===== src/design/qpe_pkg.sv =====
// ----------------------------------------------------------------------------
// qpe_pkg
// Shared types, constants and the projection function for the quantifier
// projection engine.
// ----------------------------------------------------------------------------
package qpe_pkg;

    localparam int MAX_QUANTIFIERS = 8;
    localparam int MAX_TOKENS      = 32;

    localparam int IDX_W  = $clog2(MAX_QUANTIFIERS);
    localparam int CNT_W  = $clog2(MAX_QUANTIFIERS + 1);
    localparam int SPAN_W = 6;
    localparam int CLS_W  = 4;
    localparam int REL_W  = 3;
    localparam int TOK_W  = 5;
    localparam int ENTRY_W = 4 * SPAN_W + 2 * CLS_W;

    localparam logic OP_LOAD  = 1'b0;
    localparam logic OP_QUERY = 1'b1;

    localparam logic [REL_W-1:0] REL_NEGATION    = 3'd3;
    localparam logic [REL_W-1:0] REL_ALTERNATION = 3'd4;
    localparam logic [REL_W-1:0] REL_COVER       = 3'd5;
    localparam logic [REL_W-1:0] REL_INDEP       = 3'd6;
    localparam logic [CLS_W-1:0] CLASS_FLAT      = 4'd8;

    typedef struct packed {
        logic              opcode;
        logic [2:0]        entry_slot;
        logic [SPAN_W-1:0] subject_begin;
        logic [SPAN_W-1:0] subject_end;
        logic [SPAN_W-1:0] object_begin;
        logic [SPAN_W-1:0] object_end;
        logic [CLS_W-1:0]  subject_class;
        logic [CLS_W-1:0]  object_class;
        logic [TOK_W-1:0]  token_position;
        logic [REL_W-1:0]  lexical_relation;
        logic              end_truth;
    } t_item;

    typedef struct packed {
        logic [REL_W-1:0] projected_relation;
        logic             begin_truth;
        logic [3:0]       scope_count;
    } t_result;

    // Sequencer program addresses.
    typedef enum logic [1:0] {
        ST_IDLE,
        ST_SCAN,
        ST_FOLD,
        ST_EMIT
    } t_step;

    // Jump conditions of a control word.
    typedef enum logic [1:0] {
        J_GOTO,
        J_DISPATCH,
        J_WHILE_SCAN,
        J_WHILE_FOLD
    } t_jcond;

    typedef struct packed {
        logic   idle;
        logic   scan;
        logic   fold;
        logic   emit;
        t_jcond jcond;
        t_step  target;
    } t_uword;

    // Control strobes from the sequencer to the datapath.
    typedef struct packed {
        logic accept;
        logic scan;
        logic fold;
        logic emit;
    } t_ctl;

    // Loop status from the datapath to the sequencer.
    typedef struct packed {
        logic scan_more;
        logic fold_more;
    } t_status;

    localparam logic [REL_W-1:0] PROJ_TABLE [0:8][0:6] = '{
        '{3'd0, 3'd1, 3'd2, 3'd6, 3'd6, 3'd6, 3'd6},
        '{3'd0, 3'd1, 3'd2, 3'd5, 3'd6, 3'd5, 3'd6},
        '{3'd0, 3'd1, 3'd2, 3'd4, 3'd4, 3'd6, 3'd6},
        '{3'd0, 3'd1, 3'd2, 3'd3, 3'd4, 3'd5, 3'd6},
        '{3'd0, 3'd2, 3'd1, 3'd6, 3'd6, 3'd6, 3'd6},
        '{3'd0, 3'd2, 3'd1, 3'd4, 3'd6, 3'd4, 3'd6},
        '{3'd0, 3'd2, 3'd1, 3'd5, 3'd5, 3'd6, 3'd6},
        '{3'd0, 3'd2, 3'd1, 3'd3, 3'd5, 3'd4, 3'd6},
        '{3'd0, 3'd6, 3'd6, 3'd6, 3'd6, 3'd6, 3'd6}
    };

    // Unknown classes act as flat, an unknown relation as independence.
    function automatic logic [REL_W-1:0] proj_apply(input logic [CLS_W-1:0] cls,
                                                    input logic [REL_W-1:0] rel);
        logic [CLS_W-1:0] c;
        logic [REL_W-1:0] r;
        c = (cls > CLASS_FLAT) ? CLASS_FLAT : cls;
        r = (rel > REL_INDEP) ? REL_INDEP : rel;
        return PROJ_TABLE[c][r];
    endfunction

endpackage


===== src/design/qpe_ram.sv =====
// ----------------------------------------------------------------------------
// qpe_ram
// Generic single-write, single-read RAM with a registered read port.
// ----------------------------------------------------------------------------
module qpe_ram #(
    parameter int WIDTH = 32,
    parameter int DEPTH = 8
) (
    input  logic                     i_clk,
    input  logic                     i_we,
    input  logic [$clog2(DEPTH)-1:0] i_waddr,
    input  logic [WIDTH-1:0]         i_wdata,
    input  logic [$clog2(DEPTH)-1:0] i_raddr,
    output logic [WIDTH-1:0]         o_rdata
);

    logic [WIDTH-1:0] r_mem [DEPTH];
    logic [WIDTH-1:0] r_rdata;

    always_ff @(posedge i_clk) begin
        if (i_we) begin
            r_mem[i_waddr] <= i_wdata;
        end
        r_rdata <= r_mem[i_raddr];
    end

    assign o_rdata = r_rdata;

endmodule


===== src/design/qpe_seq.sv =====
// ----------------------------------------------------------------------------
// qpe_seq
// Microcode sequencer: step register, control ROM and jump logic.
// ----------------------------------------------------------------------------
module qpe_seq (
    input  logic             i_clk,
    input  logic             i_rst_n,
    input  logic             i_start,
    input  logic             i_opcode,
    input  qpe_pkg::t_status i_status,
    output qpe_pkg::t_ctl    o_ctl,
    output logic             o_busy
);

    qpe_pkg::t_step  r_step;
    qpe_pkg::t_step  n_step;
    qpe_pkg::t_uword uw;

    // Control ROM: one word per step.
    function automatic qpe_pkg::t_uword ucode(input qpe_pkg::t_step s);
        qpe_pkg::t_uword w;
        w = '0;
        unique case (s)
            qpe_pkg::ST_IDLE: begin
                w.idle   = 1'b1;
                w.jcond  = qpe_pkg::J_DISPATCH;
                w.target = qpe_pkg::ST_SCAN;
            end
            qpe_pkg::ST_SCAN: begin
                w.scan   = 1'b1;
                w.jcond  = qpe_pkg::J_WHILE_SCAN;
                w.target = qpe_pkg::ST_FOLD;
            end
            qpe_pkg::ST_FOLD: begin
                w.fold   = 1'b1;
                w.jcond  = qpe_pkg::J_WHILE_FOLD;
                w.target = qpe_pkg::ST_EMIT;
            end
            qpe_pkg::ST_EMIT: begin
                w.emit   = 1'b1;
                w.jcond  = qpe_pkg::J_GOTO;
                w.target = qpe_pkg::ST_IDLE;
            end
            default: begin
                w.jcond  = qpe_pkg::J_GOTO;
                w.target = qpe_pkg::ST_IDLE;
            end
        endcase
        return w;
    endfunction

    always_ff @(posedge i_clk) begin
        if (!i_rst_n) begin
            r_step <= qpe_pkg::ST_IDLE;
        end else begin
            r_step <= n_step;
        end
    end

    always_comb begin
        uw     = ucode(r_step);
        n_step = r_step;
        unique case (uw.jcond)
            qpe_pkg::J_GOTO: begin
                n_step = uw.target;
            end
            qpe_pkg::J_DISPATCH: begin
                if (i_start) begin
                    // A load has nothing to compute and goes straight to the emit step.
                    n_step = (i_opcode == qpe_pkg::OP_QUERY) ? uw.target
                                                             : qpe_pkg::ST_EMIT;
                end
            end
            qpe_pkg::J_WHILE_SCAN: begin
                n_step = i_status.scan_more ? r_step : uw.target;
            end
            qpe_pkg::J_WHILE_FOLD: begin
                n_step = i_status.fold_more ? r_step : uw.target;
            end
            default: begin
                n_step = qpe_pkg::ST_IDLE;
            end
        endcase
        o_ctl.accept = uw.idle & i_start;
        o_ctl.scan   = uw.scan;
        o_ctl.fold   = uw.fold;
        o_ctl.emit   = uw.emit;
        o_busy       = ~uw.idle;
    end

    property p_accept_busy;
        @(posedge i_clk) disable iff (!i_rst_n) o_ctl.accept |=> o_busy;
    endproperty
    a_accept_busy: assert property (p_accept_busy)
        else $error("qpe_seq: not busy after a transfer was accepted");

endmodule


===== src/design/qpe_datapath.sv =====
// ----------------------------------------------------------------------------
// qpe_datapath
// Entry RAM, span scan, sorted scope list, projection fold and result register.
// ----------------------------------------------------------------------------
module qpe_datapath (
    input  logic             i_clk,
    input  logic             i_rst_n,
    input  qpe_pkg::t_ctl    i_ctl,
    input  qpe_pkg::t_item   i_item,
    input  logic             i_cfg_we,
    input  logic [3:0]       i_cfg_wdata,
    output qpe_pkg::t_status o_status,
    output logic             o_valid,
    output qpe_pkg::t_result o_result
);

    localparam int MQ  = qpe_pkg::MAX_QUANTIFIERS;
    localparam int CW  = qpe_pkg::CNT_W;
    localparam int SW  = qpe_pkg::SPAN_W;
    localparam int CLW = qpe_pkg::CLS_W;

    logic [3:0]                  r_qcount;
    logic [CW-1:0]               n_limit;
    logic                        r_op;
    logic [qpe_pkg::TOK_W-1:0]   r_tok;
    logic [qpe_pkg::REL_W-1:0]   r_rel;
    logic                        r_end;
    logic [CW-1:0]               r_idx;
    logic                        r_pend;
    logic [CW-1:0]               r_count;
    logic [CW-1:0]               r_k;
    logic [SW-1:0]               r_ldist [MQ];
    logic [CLW-1:0]              r_lcls  [MQ];
    logic                        r_out_valid;
    qpe_pkg::t_result            r_result;

    logic                        ram_we;
    logic [qpe_pkg::ENTRY_W-1:0] ram_wdata;
    logic [qpe_pkg::ENTRY_W-1:0] ram_rdata;

    logic [SW-1:0]  sb, se, ob, oe, tok6;
    logic [CLW-1:0] cls_s, cls_o;
    logic           tok_ok, in_s, in_o, ev_hit;
    logic [SW-1:0]  da, db, ev_dist;
    logic [CLW-1:0] ev_cls;
    logic [MQ-1:0]  keep;
    logic [SW-1:0]  ins_dist [MQ];
    logic [CLW-1:0] ins_cls  [MQ];
    logic           is_inverting;

    // A count above the table depth acts as the depth.
    assign n_limit = ({1'b0, r_qcount} > 5'(MQ)) ? CW'(MQ) : CW'(r_qcount);

    assign ram_we = i_ctl.accept && (i_item.opcode == qpe_pkg::OP_LOAD)
                    && ({1'b0, i_item.entry_slot} < 4'(MQ));
    assign ram_wdata = {i_item.object_class, i_item.subject_class,
                        i_item.object_end, i_item.object_begin,
                        i_item.subject_end, i_item.subject_begin};

    qpe_ram #(
        .WIDTH (qpe_pkg::ENTRY_W),
        .DEPTH (MQ)
    ) u_entry_ram (
        .i_clk   (i_clk),
        .i_we    (ram_we),
        .i_waddr (i_item.entry_slot[qpe_pkg::IDX_W-1:0]),
        .i_wdata (ram_wdata),
        .i_raddr (r_idx[qpe_pkg::IDX_W-1:0]),
        .o_rdata (ram_rdata)
    );

    assign o_status.scan_more = i_ctl.scan && (r_idx < n_limit);
    assign o_status.fold_more = i_ctl.fold && (r_k < r_count);

    // Span test of the entry read in the previous cycle.
    always_comb begin
        {cls_o, cls_s, oe, ob, se, sb} = ram_rdata;
        tok6    = {1'b0, r_tok};
        tok_ok  = ({2'b00, r_tok} < 7'(qpe_pkg::MAX_TOKENS));
        in_s    = tok_ok && (tok6 >= sb) && (tok6 < se);
        in_o    = tok_ok && !in_s && (tok6 >= ob) && (tok6 < oe);
        ev_hit  = r_pend && (in_s || in_o);
        da      = in_s ? (tok6 - sb) : (tok6 - ob);
        db      = in_s ? (se - tok6) : (oe - tok6);
        ev_dist = (da < db) ? da : db;
        ev_cls  = in_s ? cls_s : cls_o;
    end

    // Stable insert: the new entry goes behind every entry at equal distance.
    always_comb begin
        for (int j = 0; j < MQ; j++) begin
            keep[j] = (CW'(j) < r_count) && (r_ldist[j] <= ev_dist);
        end
        ins_dist[0] = keep[0] ? r_ldist[0] : ev_dist;
        ins_cls[0]  = keep[0] ? r_lcls[0]  : ev_cls;
        for (int j = 1; j < MQ; j++) begin
            if (keep[j]) begin
                ins_dist[j] = r_ldist[j];
                ins_cls[j]  = r_lcls[j];
            end else if (keep[j-1]) begin
                ins_dist[j] = ev_dist;
                ins_cls[j]  = ev_cls;
            end else begin
                ins_dist[j] = r_ldist[j-1];
                ins_cls[j]  = r_lcls[j-1];
            end
        end
    end

    assign is_inverting = (r_rel == qpe_pkg::REL_NEGATION)
                       || (r_rel == qpe_pkg::REL_ALTERNATION)
                       || (r_rel == qpe_pkg::REL_COVER);

    always_ff @(posedge i_clk) begin
        if (!i_rst_n) begin
            r_qcount    <= '0;
            r_idx       <= '0;
            r_pend      <= 1'b0;
            r_count     <= '0;
            r_k         <= '0;
            r_out_valid <= 1'b0;
        end else begin
            if (i_cfg_we) begin
                r_qcount <= i_cfg_wdata;
            end
            if (i_ctl.accept) begin
                r_idx   <= '0;
                r_count <= '0;
                r_k     <= '0;
            end
            if (o_status.scan_more) begin
                r_idx <= r_idx + 1'b1;
            end
            r_pend <= o_status.scan_more;
            if (ev_hit) begin
                r_count <= r_count + 1'b1;
            end
            if (o_status.fold_more) begin
                r_k <= r_k + 1'b1;
            end
            r_out_valid <= i_ctl.emit;
        end
    end

    always_ff @(posedge i_clk) begin
        if (i_ctl.accept) begin
            r_op  <= i_item.opcode;
            r_tok <= i_item.token_position;
            r_rel <= (i_item.lexical_relation > qpe_pkg::REL_INDEP) ? qpe_pkg::REL_INDEP
                                                                 : i_item.lexical_relation;
            r_end <= i_item.end_truth;
        end
        if (ev_hit) begin
            for (int j = 0; j < MQ; j++) begin
                r_ldist[j] <= ins_dist[j];
                r_lcls[j]  <= ins_cls[j];
            end
        end else if (o_status.fold_more) begin
            // Fold the head of the list and move the rest up one place.
            r_rel <= qpe_pkg::proj_apply(r_lcls[0], r_rel);
            for (int j = 0; j < MQ - 1; j++) begin
                r_ldist[j] <= r_ldist[j+1];
                r_lcls[j]  <= r_lcls[j+1];
            end
        end
        if (i_ctl.emit) begin
            if (r_op == qpe_pkg::OP_QUERY) begin
                r_result.projected_relation <= r_rel;
                r_result.begin_truth        <= r_end ^ is_inverting;
                r_result.scope_count        <= 4'(r_count);
            end else begin
                r_result <= '0;
            end
        end
    end

    assign o_valid  = r_out_valid;
    assign o_result = r_result;

    property p_count_bound;
        @(posedge i_clk) disable iff (!i_rst_n) r_count <= CW'(MQ);
    endproperty
    a_count_bound: assert property (p_count_bound)
        else $error("qpe_datapath: scope count exceeds table depth");

    property p_fold_bound;
        @(posedge i_clk) disable iff (!i_rst_n) r_k <= r_count;
    endproperty
    a_fold_bound: assert property (p_fold_bound)
        else $error("qpe_datapath: fold ran past the scope list");

    property p_load_zero;
        @(posedge i_clk) disable iff (!i_rst_n)
            (r_out_valid && (r_op == qpe_pkg::OP_LOAD)) |-> (r_result == '0);
    endproperty
    a_load_zero: assert property (p_load_zero)
        else $error("qpe_datapath: load result is not zero");

    property p_accept_clear;
        @(posedge i_clk) disable iff (!i_rst_n)
            i_ctl.accept |=> (!r_pend && (r_count == '0) && (r_idx == '0));
    endproperty
    a_accept_clear: assert property (p_accept_clear)
        else $error("qpe_datapath: scan state not cleared on a new transfer");

endmodule


===== src/design/quantifier_projection_engine.sv =====
// ----------------------------------------------------------------------------
// quantifier_projection_engine
// Natural logic monotonicity projection of a lexical relation through the
// quantifiers whose spans hold a token.
// ----------------------------------------------------------------------------
// Usage. A command transfer is taken at a rising edge where start is high and
// busy is low; i_item carries the command. A load (opcode 0) writes one entry
// of spans and classes, skips the scan and fold steps and answers with an
// all-zero result. A query (opcode 1) scans the first quantifier_count
// entries, keeps the in-scope ones in a list sorted by edge distance, then
// folds the relation through one projection table lookup per list entry.
// A query passes the scan step, which reads the first N entries, where N is the
// effective quantifier count (at most 8), and then drains the registered read;
// the fold step, which folds through each entry in scope and then
// leaves the loop; and the emit step, which registers the result for output.
// Busy is high from the cycle after a transfer until the result cycle, in
// which the next command may already be taken.
// Each result shows on o_result for exactly one cycle with o_valid high; the
// receiver cannot stall and must take it then.
// The user must write the quantifier_count register (i_cfg_we/i_cfg_wdata)
// while the block is idle, which it does not check. Reset clears the count
// and the sequencer; entries must be loaded before a query may consider them.
// ----------------------------------------------------------------------------
module quantifier_projection_engine (
    input  logic             i_clk,
    input  logic             i_rst_n,
    input  logic             start,
    output logic             busy,
    input  qpe_pkg::t_item   i_item,
    input  logic             i_cfg_we,
    input  logic [3:0]       i_cfg_wdata,
    output logic             o_valid,
    output qpe_pkg::t_result o_result
);

    // Control strobes decoded from the current microcode word.
    qpe_pkg::t_ctl    ctl;
    // Loop conditions that the sequencer's conditional jumps test.
    qpe_pkg::t_status status;

    qpe_seq u_seq (
        .i_clk    (i_clk),
        .i_rst_n  (i_rst_n),
        .i_start  (start),
        .i_opcode (i_item.opcode),
        .i_status (status),
        .o_ctl    (ctl),
        .o_busy   (busy)
    );

    // The datapath holds the entry RAM, the sorted scope list and the result
    // register; all its work but count writes is paced by the sequencer strobes.
    qpe_datapath u_datapath (
        .i_clk       (i_clk),
        .i_rst_n     (i_rst_n),
        .i_ctl       (ctl),
        .i_item      (i_item),
        .i_cfg_we    (i_cfg_we),
        .i_cfg_wdata (i_cfg_wdata),
        .o_status    (status),
        .o_valid     (o_valid),
        .o_result    (o_result)
    );

endmodule


===== config.mk =====
export PLATFORM = sky130hd
export DESIGN_NAME = quantifier_projection_engine
export DESIGN_NICKNAME = d
export VERILOG_FILES = /design/src/design/qpe_pkg.sv /design/src/design/qpe_ram.sv /design/src/design/qpe_seq.sv /design/src/design/qpe_datapath.sv /design/src/design/quantifier_projection_engine.sv
export SDC_FILE = /design/constraint.sdc
export NUM_CORES = 1
export LEC_CHECK = 0
export ABC_AREA = 1
export ABC_CLOCK_PERIOD_IN_PS = 13900
export BUFFER_PORTS_ARGS = -buffer_cell sky130_fd_sc_hd__buf_2
export CAP_MARGIN = 20
export CORE_MARGIN = 2
export CORE_UTILIZATION = 40
export DETAILED_ROUTE_END_ITERATION = 6
export PLACE_DENSITY_LB_ADDON = 0.3
export SLEW_MARGIN = 20
export SYNTH_ARGS = -nofsm -noshare
export SYNTH_HDL_FRONTEND = slang
export SYNTH_SLANG_ARGS = --single-unit

===== constraint.sdc =====
create_clock -name i_clk -period 13.9 [get_ports i_clk]
set_input_delay 3.475 -clock i_clk [delete_from_list [all_inputs] [get_ports i_clk]]
set_output_delay 3.475 -clock i_clk [all_outputs]
set_load 0.02 [all_outputs]

* Word level (Yosys, flattened, before mapping)
Memories as Yosys holds them, arrays and structs flattened. A register that Yosys moved wholly into a read port is not among the register bits. Cells that the tools add are included.
Word-level totals: memory bits (writable) 336, output and inout port bits 10, memories 4, bits in latches 0, input bits 53, logic and storage cells 192, register bits 38, bits in read-only memories 336
Cells by class: mux-type cells 81, bitwise gates (word level) 20, $mul 0, add/sub/neg operators 7, div/mod/pow operators 0, shift operators 0, magnitude comparators 29, equal/unequal tests 12, reductions and logical operators 25
Memories:
- (no name shown) | depth 16, width 21, read ports 1, clocked after Yosys merged registers in 0, wr ports 0, line qpe_pkg.sv:106 | return PROJ_TABLE[c][r];
- u_datapath.u_entry_ram.r_mem | depth 8, width 32, read ports 1, clocked after Yosys merged registers in 1, wr ports 1, line qpe_ram.sv:17 | logic [WIDTH-1:0] r_mem [DEPTH];
- u_datapath.r_ldist | depth 8, width 6, read ports 8, clocked after Yosys merged registers in 0, wr ports 8, line qpe_datapath.sv:32 | logic [SW-1:0] r_ldist [MQ];
- u_datapath.r_lcls | depth 8, width 4, read ports 8, clocked after Yosys merged registers in 0, wr ports 8, line qpe_datapath.sv:33 | logic [CLW-1:0] r_lcls [MQ];
Operator list (number):
- 6-bit 2-to-1 mux | 25
- 4-bit 2-to-1 mux | 29
- 6-bit less-or-equal comparator | 8
- 21-bit 2-to-1 mux | 2
- 3-bit 2-to-1 mux | 7
- 3-bit by 4-bit less-than comparator with 1-bit output (first input constant) | 4
- 4-bit case mux with 4 select lines | 1
- 1-bit logical AND | 15
- 1-bit bitwise OR | 14
- 4-bit by 1-bit adder with 4-bit output (second input constant) | 3
- 5-bit by 6-bit greater-or-equal comparator with 1-bit output | 2
- 5-bit by 6-bit less-than comparator with 1-bit output | 2
- 5-bit by 6-bit subtractor with 6-bit output | 2
- 6-bit by 5-bit subtractor with 6-bit output | 2
- 1-bit 2-to-1 mux | 11
- 3-bit binary-select mux with 3-bit select | 1
- 2-bit equality test (second input constant) | 4
- 4-bit greater-than comparator (second input constant) | 2
- 1-bit by 4-bit less-than comparator with 1-bit output (first input constant) | 2
- 2-bit by 4-bit less-than comparator with 1-bit output (first input constant) | 2
- 4-bit less-than comparator | 2
- 2-bit 2-to-1 mux | 4
- 2-bit case mux with 4 select lines | 1
- 3-bit equality test (second input constant) | 2
- 17 further kinds | 27

* Logic depth before layout (Yosys ltp)
An unclocked memory read counts as a cell.
depth after elaboration 12, gate-level depth with buffers 34, gate-level depth less buffers 33

* Hierarchy
From an unflattened synthesis, not the netlist that was laid out.
Unflattened totals: cells, all modules 2330, area, all modules 20676.1 sq um
By module, submodules not included:
- qpe_ram | sequential area each 8328.0 sq um, cells each 1156, area an instance 11872.6 sq um, times used 1
- qpe_datapath | sequential area each 3273.1 sq um, cells each 1148, area an instance 8610.8 sq um, times used 1
- qpe_seq | sequential area each 40.0 sq um, cells each 26, area an instance 192.7 sq um, times used 1

* Worst setup path before layout
No wires, ideal clock.
path kind input-to-reg, from in start, to mem u_datapath.u_entry_ram.r_mem[0][0], enable pin, arrival time 5.226 ns, required time 13.479 ns, buffers on the path 0, setup time 0.421 ns, path slack 8.253 ns, stages on the path 4, cell sequence nand2_1 -> nor2_1 -> nand2_1 -> nor2_1
Between the ends: word-level cells in the longest chain between the ends 4
RTL lines:
- start, declared | line quantifier_projection_engine.sv:27 | input logic start,
- 1-bit AND | line qpe_seq.sv:84 | o_ctl.accept = uw.idle & i_start;
- 1-bit logical AND | line qpe_datapath.sv:54 | assign ram_we = i_ctl.accept && (i_item.opcode == qpe_pkg::OP_LOAD)
- 1-bit 2-to-1 mux | line qpe_ram.sv:21 | if (i_we) begin
- 1-bit 2-to-1 mux (not written as such) | line qpe_ram.sv:22 | r_mem[i_waddr] <= i_wdata;
- end, declared | line qpe_ram.sv:17
Every way passes these cells.

==> impl_metrics.yaml <==
run_status:
  status: "finished clean"
die:
  pin_count: 63
  initial_core_util: 0.407
  die_h_um: 225
  rows: 80
  coreArea_sq_um: 47900
  die_area_sq_um: 50500
  die_x_um: 225
synthesis:
  ys_ff_latch: 406
  synth_nets: 2086
  syn-cell-area_sq_um: 19500
  synth_flop_cell: "edfxtp_1"
  syn_inst: 1946
  synth_edf_count: 351
  yosysWarningCount: 0
  postSynthAreaPerCell_sq_um: 10.0
  synth_cell_types: 51
  ys_seq_area_frac: 0.597
  async_flop_share: 0
clocking:
  cts_buffers: 44
  clkSinkCount: 406
  cts_buffer_depth: 3
  ctsRootBufferMaster: "clkbuf_16"
  postCtsSetupBuffers: 0
  tritoncts: "built"
  clk_pin_slew_ps: 60
  htree_levels: 2
  insertion_delay_ps: 580
  hold_buffers: 0
  cts-resized-gates: 0
routing:
  post_drt_wl_per_cell_um: 18.3
  vias: 13900
  totalWireLength_um: 48400
  ant_nets: 0
  remaining_drc_errors: 0
  drt_iter0_markers: 1125
  dr.pass1.iters: 6
  viasPerCell: 5.28
placement:
  routabilityCongestion: 0.879
  port_buffers: 62
  dp_hpwl_um: 31400
  pre_cts_ws_ps: 7600
  dp_cells: 2555
timing:
  worst_slack_ps: 7560
  worstMarginPinSlew_ps: 1160
  finClkSkew_ps: 21.2
  slew_viol_final: 0
  setup_viol: 0
  max_freq_ghz: 0.158
  hold_viol: 0
  finalCritPeriodShare: 0.456
  grt_setup_unrepaired: "no"
  tns_ps: 0
  layout_min_cycle_time_ps: 6340
  relSlewSlack: 0.224
  hold_ws_ps: 475
setup_path:
  critPathCaptureType: "flop"
  crit_required_ps: 14120
  cp-start-kind: "flop"
  ff2ff_setup_slack_ps: 7560
  arrival_ps: 6560
  slowest_delay_ps: 470
  path_class: "reg -> reg"
  slowest_stage: "a211oi_2"
  path_max_fanout: 19
global_routing:
  antenna_found_initial: 7
  grt_remaining_overflow: 0
  grt_usage: 0.195
  grt_pass1_vias: 13900
  grt_pass1_wl_um: 76700
  grt_start_max_net_pins: 85
finish:
  syn_to_final_growth_pct: 12.3
  nNetsFinal: 2126
  final-instance-count-excl-fill: 2641
  layout-drive-gt1-share: 0.113
job:
  maxCapViolCount: 0
worst_hold_path:
  hp-class: "reg -> reg"
pwr:
  irDropWorstVdd_mv: 0.258
  internal_power_mw: 2.86
  power_density_nw_per_um2: 232
  p_switching_mw: 2.22
  swShare: 0.437
  leakage_nw: 8.92
  combPwrFrac: 0.469
  sequentialPowerShare: 0.295
  clkPwrFrac: 0.235
==> cell usage in the layout, fill, tap and decap left out, types with 10 or more instances in the layout <==
master	instances
clkbuf_1	10
buf_4	21
inv_1	185
nand2_2	30
nand4_1	11
nand3_1	151
edfxtp_1	351
xor2_1	11
a21oi_1	34
o22ai_1	33
nand3_2	12
nand2_1	338
nor2_1	270
dfxtp_1	53
o21ai_1	11
clkbuf_16	44
buf_2	62
a31oi_1	38
ha_1	83
o21ai_0	163
==> through the flow <==
stage	instance area [sq um]	total power [mW]	utilization
2_1_floorplan	19500	3.33	-
3_3_place_gp	20400	3.79	0.425
3_5_place_dp	20400	3.88	0.425
4_1_cts	21900	5.08	0.456
5_1_grt	21900	5.47	0.456
6_report	21900	5.08	0.456
==> critical path, delay by kind of cell, from the launching register on <==
kind	cells	cell delay, ps
adders and majority gates	4	1350
AOI/OAI and AO/OA	6	1090
buffers and inverters	7	1040
DFF	1	440
and+or+nand+nor	13	2040
==> cell type report <==
type	count	area, sq um
repair buffers	83	468
fillers	4389	26100
flip-flops and latches	406	11600
multi-input cells	1260	6780
inverters	191	718
diodes	4	10.0
clock inverters	26	330
well taps	615	769
clock buffers	56	1170
==> kinds of logic after synthesis <==
| family | Yosys count | synth area share |
|---|---|---|
| AO/OA/AOI/OAI | 315 | 0.0919 |
| XOR/XNOR | 12 | 0.00539 |
| adder cells (fa/ha/maj) | 87 | 0.0574 |
| buffers and inverters | 280 | 0.0584 |
| flip-flops | 406 | 0.597 |
| multiplexers | 1 | 0.000513 |
| AND/OR/NAND/NOR | 845 | 0.189 |
==> synth_stat cells, types with 5 or more instances <==
cell        n  area [sq um]
o21ai_1    10          50.1
edfxtp_1  351         10500
a31oi_1    38           238
buf_1       7          26.3
nor2_1    278          1040
buf_2       9          45.0
clkbuf_1   62           233
inv_1     186           698
o22ai_1    33           206
ha_1       83          1040
o21ai_0   164           821
a221oi_1    9          78.8
nand4_1    11          68.8
or2_2       5          31.3
nand2_1   339          1270
xor2_1     11          96.3
nand3_1   151           756
o21bai_1    8          60.1
dfxtp_1    55          1100
a21oi_1    34           170
buf_6       6          67.6
nand2_2    29           181
nand3_2    12           120
==> state kept, by name, indices dropped and copies added, names as in the netlist <==
| register | cells |
|---|---|
| u_datapath.o_result | 8 |
| u_datapath.o_valid | 1 |
| u_datapath.r_count | 4 |
| u_datapath.r_end | 1 |
| u_datapath.r_idx | 4 |
| u_datapath.r_k | 4 |
| u_datapath.r_lcls | 32 |
| u_datapath.r_ldist | 48 |
| u_datapath.r_op | 1 |
| u_datapath.r_pend | 1 |
| u_datapath.r_qcount | 4 |
| u_datapath.r_rel | 3 |
| u_datapath.r_tok | 5 |
| u_datapath.u_entry_ram.o_rdata | 32 |
| u_datapath.u_entry_ram.r_mem | 256 |
| u_seq.r_step | 2 |
==> path summary, 6_finish.rpt <==
check / startpoint / endpoint / depth (start not counted)
setup / recovery: u_datapath.r_tok[0] / u_datapath.r_lcls[0][8] / 30
hold / removal: u_datapath.r_k[3] / u_datapath.r_k[3] / 1
setup reg to reg: u_datapath.r_tok[0] / u_datapath.r_lcls[0][8] / 30
hold reg to reg: u_datapath.r_k[3] / u_datapath.r_k[3] / 1
==> layer usage <==
layer	up-vias	wire, um	part of all wire	global-route usage
met5	-	28	0.00058	0
met4	4	1350	0.028	0.0630
met3	101	2920	0.060	0.0346
met2	394	22600	0.47	0.318
met1	6669	21500	0.44	0.266
li1	6778	-	-	-
==> power by group through the flow <==
stage               logic (mW)  clock network (mW)  registers, mW
floorplan                 1.84                   0           1.49
finish                    2.38                1.19           1.50
global placement          2.27                   0           1.52
global route              2.69                1.27           1.51
CTS                       2.36                1.22           1.50
detailed placement        2.36                   0           1.52
Power figures use the tool's default switching activity.
